$ cat config.mk
export PLATFORM = sky130hd
export DESIGN_NAME = terminated_message_fifo_core
export DESIGN_NICKNAME = d
export VERILOG_FILES = /design/src/tmf_pkg.sv /design/src/tmf_ram.sv /design/src/tmf_ctrl.sv /design/src/tmf_datapath.sv /design/src/terminated_message_fifo_core.sv
export SDC_FILE = /design/constraint.sdc
export NUM_CORES = 1
export LEC_CHECK = 0
export ABC_AREA = 1
export BUFFER_PORTS_ARGS = -buffer_cell sky130_fd_sc_hd__clkbuf_2
export CAP_MARGIN = 15
export CELL_PAD_IN_SITES_DETAIL_PLACEMENT = 0
export CELL_PAD_IN_SITES_GLOBAL_PLACEMENT = 1
export CORE_MARGIN = 3
export CORE_UTILIZATION = 35
export CTS_BUF_LIST = sky130_fd_sc_hd__clkbuf_16
export CTS_CLUSTER_SIZE = 16
export DETAILED_ROUTE_END_ITERATION = 10
export PLACE_DENSITY = 0.68
export SLEW_MARGIN = 15
export SYNTH_ARGS = -nofsm -noshare
export SYNTH_HDL_FRONTEND = slang
export SYNTH_SLANG_ARGS = --single-unit
$ cat constraint.sdc
create_clock -name i_clk -period 2.8 [get_ports i_clk]
set_clock_uncertainty 0.05 [all_clocks]
set_input_delay 0.42 -clock i_clk [delete_from_list [all_inputs] [get_ports i_clk]]
set_output_delay 0.42 -clock i_clk [all_outputs]
set_load 0.03 [all_outputs]
$ cat src/tmf_pkg.sv
// types, codes and default constants shared by the terminated message fifo
// no dependencies; imported by tmf_ctrl, tmf_datapath and the top level
package tmf_pkg;

    localparam int MSG_BYTES_DEF = 32;
    localparam int SLOTS_DEF = 4;
    localparam logic [7:0] END_SYMBOL_RST = 8'd3;

    localparam logic KIND_BYTE = 1'b0;
    localparam logic KIND_READ = 1'b1;

    typedef enum logic [1:0] {
        ST_OK         = 2'd0,
        ST_LEN_EXCESS = 2'd1,
        ST_EMPTY      = 2'd2
    } t_status;

    typedef enum logic [1:0] {
        FS_EMPTY  = 2'd0,
        FS_FILLED = 2'd1,
        FS_FULL   = 2'd2
    } t_fifo_state;

    typedef enum logic {
        S_IDLE = 1'b0,
        S_READ = 1'b1
    } t_ctl_state;

    typedef struct packed {
        logic        kind;
        logic [7:0]  rx_byte;
        logic [15:0] request_length;
    } t_req;

    typedef struct packed {
        t_status     status;
        logic [6:0]  msg_length;
        logic [7:0]  data_byte;
        logic        last;
    } t_res;

    typedef struct packed {
        logic byte_wr;
        logic emit_len_err;
        logic emit_empty_err;
        logic emit_null_read;
        logic read_begin;
        logic read_step;
    } t_dp_ctl;

    typedef struct packed {
        logic fifo_full;
        logic ring_vacant;
        logic len_excess;
        logic slot_empty;
        logic read_last;
    } t_dp_sts;

endpackage

$ cat src/tmf_ram.sv
// generic single-write, single-read memory with registered read data
// no dependencies
module tmf_ram #(
    parameter int WIDTH = 8,
    parameter int DEPTH = 128
) (
    input  logic                     i_clk,
    input  logic                     i_we,
    input  logic [$clog2(DEPTH)-1:0] i_waddr,
    input  logic [WIDTH-1:0]         i_wdata,
    input  logic [$clog2(DEPTH)-1:0] i_raddr,
    output logic [WIDTH-1:0]         o_rdata
);

    logic [WIDTH-1:0] r_mem [DEPTH];
    logic [WIDTH-1:0] r_rdata;

    always_ff @(posedge i_clk) begin
        if (i_we) begin
            r_mem[i_waddr] <= i_wdata;
        end
        r_rdata <= r_mem[i_raddr];
    end

    assign o_rdata = r_rdata;

endmodule

$ cat src/tmf_ctrl.sv
// request sequencer: decodes accepted requests and steps message reads
// depends on tmf_pkg
module tmf_ctrl
    import tmf_pkg::*;
(
    input  logic    i_clk,
    input  logic    i_rst_n,
    input  logic    i_start,
    input  logic    i_kind,
    input  t_dp_sts i_sts,
    output t_dp_ctl o_ctl,
    output logic    o_busy
);

    t_ctl_state r_state;
    t_ctl_state n_state;
    logic       accept;

    assign accept = i_start && (r_state == S_IDLE);

    always_ff @(posedge i_clk) begin
        if (!i_rst_n) begin
            r_state <= S_IDLE;
        end else begin
            r_state <= n_state;
        end
    end

    always_comb begin
        n_state = r_state;
        unique case (r_state)
            S_IDLE: begin
                if (accept && i_kind == KIND_READ && !i_sts.len_excess
                        && !i_sts.ring_vacant && !i_sts.slot_empty) begin
                    n_state = S_READ;
                end
            end
            S_READ: begin
                if (i_sts.read_last) begin
                    n_state = S_IDLE;
                end
            end
            default: n_state = S_IDLE;
        endcase
    end

    always_comb begin
        o_ctl = '0;
        unique case (r_state)
            S_IDLE: begin
                if (accept) begin
                    if (i_kind == KIND_BYTE) begin
                        o_ctl.byte_wr = !i_sts.fifo_full;
                    end else if (i_sts.len_excess) begin
                        o_ctl.emit_len_err = 1'b1;
                    end else if (i_sts.ring_vacant) begin
                        o_ctl.emit_empty_err = 1'b1;
                    end else if (i_sts.slot_empty) begin
                        o_ctl.emit_null_read = 1'b1;
                    end else begin
                        o_ctl.read_begin = 1'b1;
                    end
                end
            end
            S_READ: begin
                o_ctl.read_step = 1'b1;
            end
            default: o_ctl = '0;
        endcase
    end

    assign o_busy = (r_state == S_READ);

endmodule

$ cat src/tmf_datapath.sv
// slot ring, fill and read pointers, message store and result register
// depends on tmf_pkg and tmf_ram
module tmf_datapath
    import tmf_pkg::*;
#(
    parameter int MSG_BYTES = MSG_BYTES_DEF,
    parameter int SLOTS = SLOTS_DEF
) (
    input  logic       i_clk,
    input  logic       i_rst_n,
    input  t_req       i_req,
    input  logic       i_cfg_we,
    input  logic [7:0] i_cfg_wdata,
    input  t_dp_ctl    i_ctl,
    output t_dp_sts    o_sts,
    output logic       o_res_strobe,
    output t_res       o_res
);

    localparam int LW = $clog2(MSG_BYTES + 1);
    localparam int PW = $clog2(MSG_BYTES);
    localparam int SW = $clog2(SLOTS);
    localparam int AW = SW + PW;
    localparam int DEPTH = SLOTS << PW;

    logic [7:0]    r_end_symbol, n_end_symbol;
    logic [LW-1:0] r_slot_len [SLOTS];
    logic [LW-1:0] n_slot_len [SLOTS];
    logic [SW-1:0] r_wr_slot, n_wr_slot;
    logic [SW-1:0] r_rd_slot, n_rd_slot;
    logic [LW-1:0] r_fill, n_fill;
    t_fifo_state   r_fifo_state, n_fifo_state;
    logic [LW-1:0] r_rd_idx, n_rd_idx;
    logic [LW-1:0] r_rd_len, n_rd_len;
    logic          r_out_vld, n_out_vld;
    t_status       r_out_status, n_out_status;
    logic [LW-1:0] r_out_len, n_out_len;
    logic          r_out_last, n_out_last;
    logic          r_out_ram, n_out_ram;

    logic          ram_we;
    logic [AW-1:0] ram_waddr;
    logic [AW-1:0] ram_raddr;
    logic [7:0]    ram_rdata;
    logic [SW-1:0] wr_next;
    logic [SW-1:0] rd_next;
    logic [LW-1:0] cur_len;
    logic          close_slot;
    logic          free_slot;

    tmf_ram #(
        .WIDTH (8),
        .DEPTH (DEPTH)
    ) u_store (
        .i_clk   (i_clk),
        .i_we    (ram_we),
        .i_waddr (ram_waddr),
        .i_wdata (i_req.rx_byte),
        .i_raddr (ram_raddr),
        .o_rdata (ram_rdata)
    );

    assign wr_next = (r_wr_slot == SW'(SLOTS - 1)) ? '0 : r_wr_slot + 1'b1;
    assign rd_next = (r_rd_slot == SW'(SLOTS - 1)) ? '0 : r_rd_slot + 1'b1;
    assign cur_len = r_slot_len[r_rd_slot];
    assign ram_waddr = {r_wr_slot, r_fill[PW-1:0]};
    assign ram_raddr = {r_rd_slot, r_rd_idx[PW-1:0]};

    always_comb begin
        o_sts.fifo_full   = (r_fifo_state == FS_FULL);
        o_sts.ring_vacant = (r_fifo_state == FS_EMPTY);
        o_sts.len_excess  = (i_req.request_length > 16'(MSG_BYTES));
        o_sts.slot_empty  = (cur_len == '0);
        o_sts.read_last   = (r_rd_idx == r_rd_len - LW'(1));
    end

    always_comb begin
        n_end_symbol = r_end_symbol;
        n_slot_len   = r_slot_len;
        n_wr_slot    = r_wr_slot;
        n_rd_slot    = r_rd_slot;
        n_fill       = r_fill;
        n_fifo_state = r_fifo_state;
        n_rd_idx     = r_rd_idx;
        n_rd_len     = r_rd_len;
        n_out_vld    = 1'b0;
        n_out_status = ST_OK;
        n_out_len    = '0;
        n_out_last   = 1'b1;
        n_out_ram    = 1'b0;
        ram_we       = 1'b0;
        close_slot   = 1'b0;
        free_slot    = 1'b0;

        if (i_cfg_we) begin
            n_end_symbol = i_cfg_wdata;
        end

        if (i_ctl.byte_wr) begin
            if (r_fill < LW'(MSG_BYTES)) begin
                ram_we = 1'b1;
                n_fill = r_fill + 1'b1;
                n_slot_len[r_wr_slot] = r_fill + 1'b1;
                close_slot = (i_req.rx_byte == r_end_symbol);
            end else begin
                n_slot_len[r_wr_slot] = LW'(MSG_BYTES);
                close_slot = 1'b1;
            end
        end

        if (i_ctl.emit_len_err) begin
            n_out_vld    = 1'b1;
            n_out_status = ST_LEN_EXCESS;
        end
        if (i_ctl.emit_empty_err) begin
            n_out_vld    = 1'b1;
            n_out_status = ST_EMPTY;
        end
        if (i_ctl.emit_null_read) begin
            n_out_vld = 1'b1;
            free_slot = 1'b1;
        end
        if (i_ctl.read_begin) begin
            n_rd_idx = '0;
            n_rd_len = cur_len;
        end
        if (i_ctl.read_step) begin
            n_out_vld  = 1'b1;
            n_out_len  = r_rd_len;
            n_out_last = o_sts.read_last;
            n_out_ram  = 1'b1;
            n_rd_idx   = r_rd_idx + 1'b1;
            free_slot  = o_sts.read_last;
        end

        if (close_slot) begin
            n_wr_slot    = wr_next;
            n_fill       = '0;
            n_fifo_state = (wr_next == r_rd_slot) ? FS_FULL : FS_FILLED;
        end
        if (free_slot) begin
            n_slot_len[r_rd_slot] = '0;
            n_rd_slot    = rd_next;
            n_fifo_state = (rd_next == r_wr_slot) ? FS_EMPTY : FS_FILLED;
        end
    end

    always_ff @(posedge i_clk) begin
        if (!i_rst_n) begin
            r_end_symbol <= END_SYMBOL_RST;
            for (int i = 0; i < SLOTS; i++) begin
                r_slot_len[i] <= '0;
            end
            r_wr_slot    <= '0;
            r_rd_slot    <= '0;
            r_fill       <= '0;
            r_fifo_state <= FS_EMPTY;
            r_out_vld    <= 1'b0;
        end else begin
            r_end_symbol <= n_end_symbol;
            r_slot_len   <= n_slot_len;
            r_wr_slot    <= n_wr_slot;
            r_rd_slot    <= n_rd_slot;
            r_fill       <= n_fill;
            r_fifo_state <= n_fifo_state;
            r_out_vld    <= n_out_vld;
        end
    end

    always_ff @(posedge i_clk) begin
        r_rd_idx     <= n_rd_idx;
        r_rd_len     <= n_rd_len;
        r_out_status <= n_out_status;
        r_out_len    <= n_out_len;
        r_out_last   <= n_out_last;
        r_out_ram    <= n_out_ram;
    end

    always_comb begin
        o_res_strobe     = r_out_vld;
        o_res.status     = r_out_status;
        o_res.msg_length = 7'(r_out_len);
        o_res.data_byte  = r_out_ram ? ram_rdata : 8'd0;
        o_res.last       = r_out_last;
    end

    a_empty_ptrs: assert property (@(posedge i_clk) disable iff (!i_rst_n)
        r_fifo_state == FS_EMPTY |-> r_rd_slot == r_wr_slot)
        else $error("empty fifo with differing slot pointers");

    a_full_ptrs: assert property (@(posedge i_clk) disable iff (!i_rst_n)
        r_fifo_state == FS_FULL |-> (r_rd_slot == r_wr_slot && r_fill == '0))
        else $error("full fifo with open write slot");

    a_fill_bound: assert property (@(posedge i_clk) disable iff (!i_rst_n)
        r_fill <= LW'(MSG_BYTES))
        else $error("fill position beyond slot size");

    a_step_strobe: assert property (@(posedge i_clk) disable iff (!i_rst_n)
        i_ctl.read_step |=> (r_out_vld && r_out_ram))
        else $error("read step without result strobe");

endmodule

$ cat src/terminated_message_fifo_core.sv
// top level of the terminated message fifo: sequencer plus datapath
// depends on tmf_pkg, tmf_ctrl, tmf_datapath (which holds tmf_ram)
//
// channel   direction  handshake                       payload
// request   in         start & !busy                   i_req (t_req)
// result    out        o_res_strobe, one cycle         o_res (t_res)
// config    in         i_cfg_we                        i_cfg_wdata (end symbol)
//
// a received byte leaves busy low and makes no result
// a read that errors or finds an empty slot leaves busy low; its result is
// strobed in the cycle after the request
// a good read holds busy high while the store is read one byte per cycle; the request
// loads the read index and length, then each read step registers one result
// reset is synchronous, clears the slot pointers, fill position and slot lengths and restores the end symbol
// results cannot be stalled by the receiver
module terminated_message_fifo_core
    import tmf_pkg::*;
#(
    parameter int MSG_BYTES = MSG_BYTES_DEF,
    parameter int SLOTS = SLOTS_DEF
) (
    input  logic       i_clk,
    input  logic       i_rst_n,
    input  logic       start,
    output logic       busy,
    input  t_req       i_req,
    input  logic       i_cfg_we,
    input  logic [7:0] i_cfg_wdata,
    output logic       o_res_strobe,
    output t_res       o_res
);

    t_dp_ctl ctl;
    t_dp_sts sts;

    tmf_ctrl u_ctrl (
        .i_clk   (i_clk),
        .i_rst_n (i_rst_n),
        .i_start (start),
        .i_kind  (i_req.kind),
        .i_sts   (sts),
        .o_ctl   (ctl),
        .o_busy  (busy)
    );

    tmf_datapath #(
        .MSG_BYTES (MSG_BYTES),
        .SLOTS     (SLOTS)
    ) u_datapath (
        .i_clk        (i_clk),
        .i_rst_n      (i_rst_n),
        .i_req        (i_req),
        .i_cfg_we     (i_cfg_we),
        .i_cfg_wdata  (i_cfg_wdata),
        .i_ctl        (ctl),
        .o_sts        (sts),
        .o_res_strobe (o_res_strobe),
        .o_res        (o_res)
    );

endmodule
==> results of run 1 <==
==> per-stage QoR <==
step	hold WS [ns]	area, um2
4_1_cts	0.03876	52080
6_report	0.07945	52090
2_1_floorplan	0.3788	44820
3_5_place_dp	0.4152	48370
5_1_grt	0.1119	52090
3_3_place_gp	0.4146	48370
==> cell usage in the layout, fill, tap and decap left out, types with 2 or more instances in the layout <==
cell type | Yosys | final
a211oi_1 | 2 | 2
dlygate4sd3_1 | 0 | 16
buf_4 | 23 | 226
nand3b_1 | 17 | 17
edfxtp_1 | 1036 | 1036
bufinv_16 | 0 | 10
nand3_2 | 4 | 4
inv_1 | 114 | 142
nor2_1 | 864 | 863
nor2_4 | 2 | 3
o22ai_1 | 79 | 79
buf_12 | 0 | 36
clkinv_2 | 0 | 20
o21ai_0 | 502 | 502
a21oi_1 | 58 | 58
xor2_1 | 10 | 10
clkinv_1 | 5 | 33
nand2_2 | 6 | 6
nand3_1 | 146 | 146
nor3_1 | 5 | 5
clkbuf_16 | 0 | 114
a22oi_1 | 16 | 16
o21ai_1 | 41 | 41
or2_2 | 7 | 7
clkbuf_2 | 0 | 47
inv_16 | 0 | 3
inv_6 | 0 | 2
o211ai_1 | 133 | 133
ha_1 | 11 | 11
dfxtp_1 | 64 | 64
xnor2_1 | 8 | 8
nand2_1 | 394 | 394
nand4_1 | 10 | 10
inv_2 | 3 | 5
==> registers in the layout (all words and copies together) (netlist names), 2 cells and up <==
register / count
u_datapath.r_end_symbol: 8
u_datapath.r_fifo_state: 2
u_datapath.r_fill: 6
u_datapath.r_out_len: 6
u_datapath.r_out_status: 2
u_datapath.r_rd_idx: 6
u_datapath.r_rd_len: 6
u_datapath.r_rd_slot: 2
u_datapath.r_slot_len: 24
u_datapath.r_wr_slot: 2
u_datapath.u_store.o_rdata: 8
u_datapath.u_store.r_mem: 1024
==> report_power, final <==
group / internal, mW / switching (mW)
clock network: 8.26 / 6.28
registers: 18.0 / 0.0155
logic: 0.107 / 0.422
==> cell families after synthesis <==
logic type      count (synthesis)  share of synthesized area [%]
xor+xnor                       18                         0.3518
buf+inv                       358                          3.666
fa+ha+maj                      11                         0.3071
compound gates                832                          10.36
flops                        1100                          72.27
other cells                     1                       0.008367
simple gates                 1458                          13.03
==> final cells by class <==
cell class,count,area [um2]
clock buffer,114,2853
clock inverter,95,701.9
fill,11779,74300
inverter,122,475.5
multi-input combinational,2320,10790
sequential,1100,32390
tap,1650,2064
timing repair buffer,325,2813
==> layer usage <==
layer	wire (um)	vias up	part of all wire [%]	track usage [%]
met5	25	-	0.020	0
met4	2804	4	2.2	5.273
met3	9234	161	7.3	3.464
met2	58110	1000	46	29.44
met1	55670	14377	44	26.41
li1	-	13854	-	-
==> worst reg2reg max path, stage by stage, from the launching register on <==
cell	delay, ns
edfxtp_1	0.35
buf_4	0.22
buf_4	0.23
buf_4	0.39
o21ai_0	0.18
o211ai_1	0.37
nand3_1	0.14
nand4_1	0.16
nand3_1	0.21
nand2_1	0.18
nand2_1	0.07
nand2_1	0.06
==> worst min-delay path by stage <==
stage	end	slack, ns
finish	u_datapath.r_out_status[1]	0.08
global route	u_datapath.r_end_symbol[0]	0.11
CTS	u_datapath.r_out_status[1]	0.04
detailed placement	u_datapath.r_out_status[1]	0.42
global placement	u_datapath.r_end_symbol[6]	0.41
floorplan	u_datapath.r_out_len[1]	0.38
==> Yosys cell counts (3+ instances only) <==
cell type and instances:
a21oi_1 58, a22oi_1 16, buf_1 12, buf_2 80, buf_4 23, buf_6 12
clkbuf_1 107, clkinv_1 5, dfxtp_1 64, edfxtp_1 1036, ha_1 11, inv_1 114
inv_2 3, nand2_1 394, nand2_2 6, nand3_1 146, nand3_2 4, nand3b_1 17
nand4_1 10, nor2_1 864, nor3_1 5, o211ai_1 133, o21ai_0 502, o21ai_1 41
o22ai_1 79, or2_2 7, xnor2_1 8, xor2_1 10
==> what timing repair did <==
item	in CTS	in global routing
setup endpoints to repair	0	1
setup buffers	0	0
gates resized for setup	0	2
hold endpoints to repair	16	0
hold buffers	16	0
==> key figures, run 1 <==
Status
  • Outcome: finished clean

Clocking
  • Clock Latency Late Sink: 0.70 ns
  • Clock root buffer: clkbuf_16
  • Clock tree sinks: 1100
  • Total CTS buffers: 112
  • Worst-path clk slew: 0.06 ns
  • H-tree depth: 3
  • CTS tree: built
  • Clk buf depth: 3

Global route
  • Largest net degree at the start of global routing: 129
  • First-pass GRT wire length: 185.3 mm
  • Total Routing Usage GR: 18.67%
  • Remaining global-route overflow: 0
  • Vias in the first global route: 28188
  • Initial antenna violation count: 2

Yosys
  • Post-synth EDFFs: 1036
  • Ranking of synthesized cells by area: edfxtp_1, nor2_1, o21ai_0
  • Syn Std Cell Area: 44820 um2
  • #FFs+latches synth: 1100
  • Post-Syn Nets: 3826
  • Async SR Flop Fraction: 0%
  • Total number of yosys warnings: 0
  • Sequential share of the synthesized area: 72.27%
  • Top-area cell type share of the netlist area: 69.42%
  • Top_reg_cell synth: edfxtp_1
  • Synthesized area per cell: 11.86 um2
  • Unique masters post-synth: 36
  • Area leader, netlist: edfxtp_1
  • Mapped Cells: 3778

Setup path
  • Critical path endpoint category: flip-flop
  • Setup CP Type: flip-flop to flip-flop
  • Stages on worst setup path: 11
  • Max FO, Critical Path: 35
  • CP startpoint: u_datapath.r_rd_idx[0]
  • Critical Path Sink: u_datapath.u_store.o_rdata[1]
  • Worst r2r src: u_datapath.r_rd_idx[0]
  • Type of origin of the critical path: flip-flop
  • Arrival time worst endpoint: 3.25 ns
  • CP cell instances: buf_4, buf_4, buf_4, o21ai_0, o211ai_1, nand3_1, nand4_1, nand3_1, nand2_1, nand2_1, nand2_1
  • Slowest cell on the critical path: buf_4
  • Buf/Inv on CP: 3
  • Reg2reg path depth: 11
  • RR Endpoint: u_datapath.u_store.o_rdata[1]
  • Worst endpoint required time: 3.40 ns
  • Crit path max-delay family: buffers and inverters
  • Delay of the slowest critical-path stage: 0.38 ns
  • R2R setup slack: 0.15 ns

Placement
  • Port Buffers: 55
  • DP Cell Count: 5501
  • Post-Place Setup Slack: 0.07437 ns
  • Hpwl dp: 74.19 mm
  • GP Congestion: 0.7903

Detailed routing
  • DR vias: 29396
  • DR iter-0 viols: 2921
  • Final WL: 125.8 mm
  • Post-route ant nets: 0
  • Routed vias/inst: 5.134
  • # DRC: 0
  • Drt wl/cell: 21.98 um
  • Pre-antenna DRT Iters: 5

Timing
  • Final setup violating endpoints: 0
  • Slew margin rel.: 35.60%
  • Slew Viols, Final: 0
  • Fin crit share: 94.67%
  • Worst-Margin Slew: 0.9660 ns
  • Fin. Hold Viols: 0
  • Setup TNS: 0 ns
  • Final worst slack: 0.1493 ns
  • Fmax: 0.3773 GHz
  • Min Tclk post-route: 2.651 ns
  • Unrepaired setup endpoints after global routing: no

Die
  • Die Height: 363.8 um
  • # IOs: 57
  • Core area: 126400 um2
  • Initial Util: 35.46%
  • Die X: 363.8 um
  • Area of the die: 132400 um2
  • FP Rows: 130

Final layout
  • Antenna Cells: 0
  • Area delta synth->final: 16.23%
  • Layout cells sized above 1: 11.95%
  • Fin util: 41.21%
  • Final #Nets: 4029
  • Final non-filler cell total: 5726

Power and ir drop
  • Power per Cell Area: 635.1 nW/um2
  • Leak: 17.86 nW
  • Peak VDD IR: 0.0005047 V
  • Power, Total: 33.08 mW

Worst hold path
  • Hold Path Depth: 6
  • Hold Path Origin: i_req[8]
  • Hold Path Class: primary input to flip-flop

Job
  • Number of max-cap violations: 0
(Power assumes the default switching activity.)
==> run 2, diff against run 1 <==
Settings changed: CORE_UTILIZATION 35 to 30, PLACE_DENSITY 0.68 to 0.62.
==> run 2 against run 1 <==
  * Combinational power up 2%
  * Utilization down 5.4 points
  * Non-clock buffer count up 27
  * Critical path depth up 1
  * Cell area up 1.9%
  * Count of clock-buffer cells in the layout up 3
  * Worst setup slack worse by 0.070 ns
  * Via count up 0.68%
  * Wire length up 5.6%
  * Hold slack better by 0.0014 ns
  * Total power up 3.0%
  * Fmax down 2.6%
==> key figures, run 2 (synthesis gave the netlist of run 1 again) <==
Status
  • Outcome: finished clean

Placement
  • DP Cell Count: 5803
  • GP Congestion: 0.7902
  • Port Buffers: 55
  • Post-Place Setup Slack: -0.04747 ns
  • Hpwl dp: 80.72 mm

Clocking
  • Clock Latency Late Sink: 0.74 ns
  • H-tree depth: 3
  • Clock tree sinks: 1100
  • CTS tree: built
  • Worst-path clk slew: 0.06 ns
  • Total CTS buffers: 116
  • Clk buf depth: 3
  • Post-CTS setup buffer count: 0
  • Clock root buffer: clkbuf_16

Final layout
  • Final non-filler cell total: 6038
  • Fillers: 14376
  • Layout cells sized above 1: 13.00%
  • Largest Register: u_datapath.u_store.r_mem
  • Most frequent cells in the layout: edfxtp_1, nor2_1, o21ai_0
  • Final #Nets: 4060
  • Antenna Cells: 0
  • Area delta synth->final: 18.44%
  • Fin util: 35.86%
  • Most common cell after layout, fill and taps aside: edfxtp_1
  • Largest regs: u_datapath.u_store.r_mem x1024, u_datapath.r_slot_len x24
  • Max reg flops: 1024

Setup path
  • Most used cell, CP: nand2_1
  • Slowest cell on the critical path: edfxtp_1
  • CP cell instances: buf_12, inv_8, buf_12, buf_12, nor2_1, o211ai_1, nand3_1, a21oi_2, nand2_1, nand2_1, nand2_1, nand2_1
  • Delay of the slowest critical-path stage: 0.47 ns
  • Crit path max-delay family: buffers and inverters
  • Buf/Inv on CP: 4
  • Worst endpoint required time: 3.44 ns
  • Max FO, Critical Path: 36
  • Type of origin of the critical path: flip-flop
  • Critical path endpoint category: flip-flop
  • Arrival time worst endpoint: 3.36 ns
  • Setup CP Type: flip-flop to flip-flop

Power and ir drop
  • Leak: 18.11 nW
  • Power per Cell Area: 641.6 nW/um2
  • Peak VDD IR: 0.0004726 V

Timing
  • Worst-Margin Slew: 0.9457 ns
  • Slew Viols, Final: 0
  • Fmax: 0.3675 GHz
  • Fin crit share: 97.18%
  • Final setup violating endpoints: 0
  • Fin. Hold Viols: 0
  • Slew margin rel.: 36.88%
  • Final worst slack: 0.07900 ns
  • Unrepaired setup endpoints after global routing: yes
  • Min Tclk post-route: 2.721 ns

Job
  • Number of max-cap violations: 0

Detailed routing
  • Pre-antenna DRT Iters: 6
  • DR vias: 29595
  • Routed vias/inst: 4.901
  • Final WL: 132.9 mm
  • Drt wl/cell: 22.02 um
  • Post-route ant nets: 0
  • # DRC: 0
  • DR iter-0 viols: 2682

Die
  • Initial Util: 30.28%
  • FP Rows: 141
  • Die X: 392.5 um
  • Area of the die: 154100 um2
  • Die Height: 392.5 um
  • Core area: 148000 um2
  • # IOs: 57

Global route
  • Largest net degree at the start of global routing: 129
  • Initial antenna violation count: 3
  • First-pass GRT wire length: 196.1 mm
  • Total Routing Usage GR: 17.11%
  • Remaining global-route overflow: 0
  • Vias in the first global route: 28560

Worst hold path
  • Hold Path Class: primary input to flip-flop
==> run 2: changes by cell type in the layout (fill, tap and decap cells not counted), moves of 3 or more <==
cell	delta
bufinv_16	+4
clkinv_1	-6
clkbuf_16	+3
clkinv_2	+6
clkinvlp_4	+8
buf_4	+10
dlygate4sd3_1	+5
buf_12	+12
inv_1	-13
==> run 2: metal layers <==
metal	track usage, %	vias to the layer above	wire length (um)
li1	-	13923	-
met1	24.04	14673	60410
met2	27.15	839	61470
met3	3.096	160	8007
met4	4.689	0	3063
met5	0	-	0
==> run 2: report_power, final <==
part,internal [mW],switching (mW),total [mW]
clock network,8.89,6.61,15.5
logic,0.115,0.425,0.540
registers,18.0,0.0171,18.0
==> run 2: what timing repair did <==
| item | 4_1_cts | 5_1_grt |
|---|---|---|
| hold endpoints to repair | 15 | 0 |
| hold buffers | 21 | 0 |
| endpoints found under the setup margin | 1 | 1 |
| resized for setup | 1 | 0 |
==> run 2: cell type report <==
cell class / instances / area, um2 / share of cell area, %
inverter: 122 / 466.7 / 0.8792
clock buffer: 117 / 2928 / 5.516
multi-input combinational: 2320 / 10790 / 20.33
timing repair buffer: 352 / 3178 / 5.987
sequential: 1100 / 32390 / 61.02
clock inverter: 97 / 909.6 / 1.714
tap: 1930 / 2415 / 4.549
==> run 2: path summary, 6_finish.rpt <==
path	startpoint	slack, ns	to	cells past startpoint
min	i_cfg_we	0.08	u_datapath.r_end_symbol[2]	3
max	u_datapath.r_rd_idx[0]	0.08	u_datapath.u_store.o_rdata[2]	12
max reg2reg	u_datapath.r_rd_idx[0]	0.08	u_datapath.u_store.o_rdata[2]	12
min reg2reg	u_datapath.r_fifo_state[0]	0.42	u_datapath.r_out_status[1]	1
==> run 2: worst register-to-register path, stage by stage, from the launching register on <==
cell,delay (ns)
edfxtp_1,0.47
buf_12,0.20
inv_8,0.29
buf_12,0.23
buf_12,0.18
nor2_1,0.06
o211ai_1,0.24
nand3_1,0.25
a21oi_2,0.32
nand2_1,0.17
nand2_1,0.10
nand2_1,0.05
nand2_1,0.06
==> run 2: through the flow <==
stage / hold slack, ns / cell area [um2] / setup TNS, ns / power, mW
after floorplan: 0.3788 / 44820 / 0 / 18.45
after global placement: 0.4147 / 49030 / -0.09833 / 18.88
after detailed placement: 0.4183 / 49030 / -0.04747 / 18.89
after CTS: 0.02653 / 53080 / 0 / 34.38
after global routing: 0.09906 / 53080 / -0.01458 / 35.08
final: 0.08084 / 53080 / 0 / 34.06
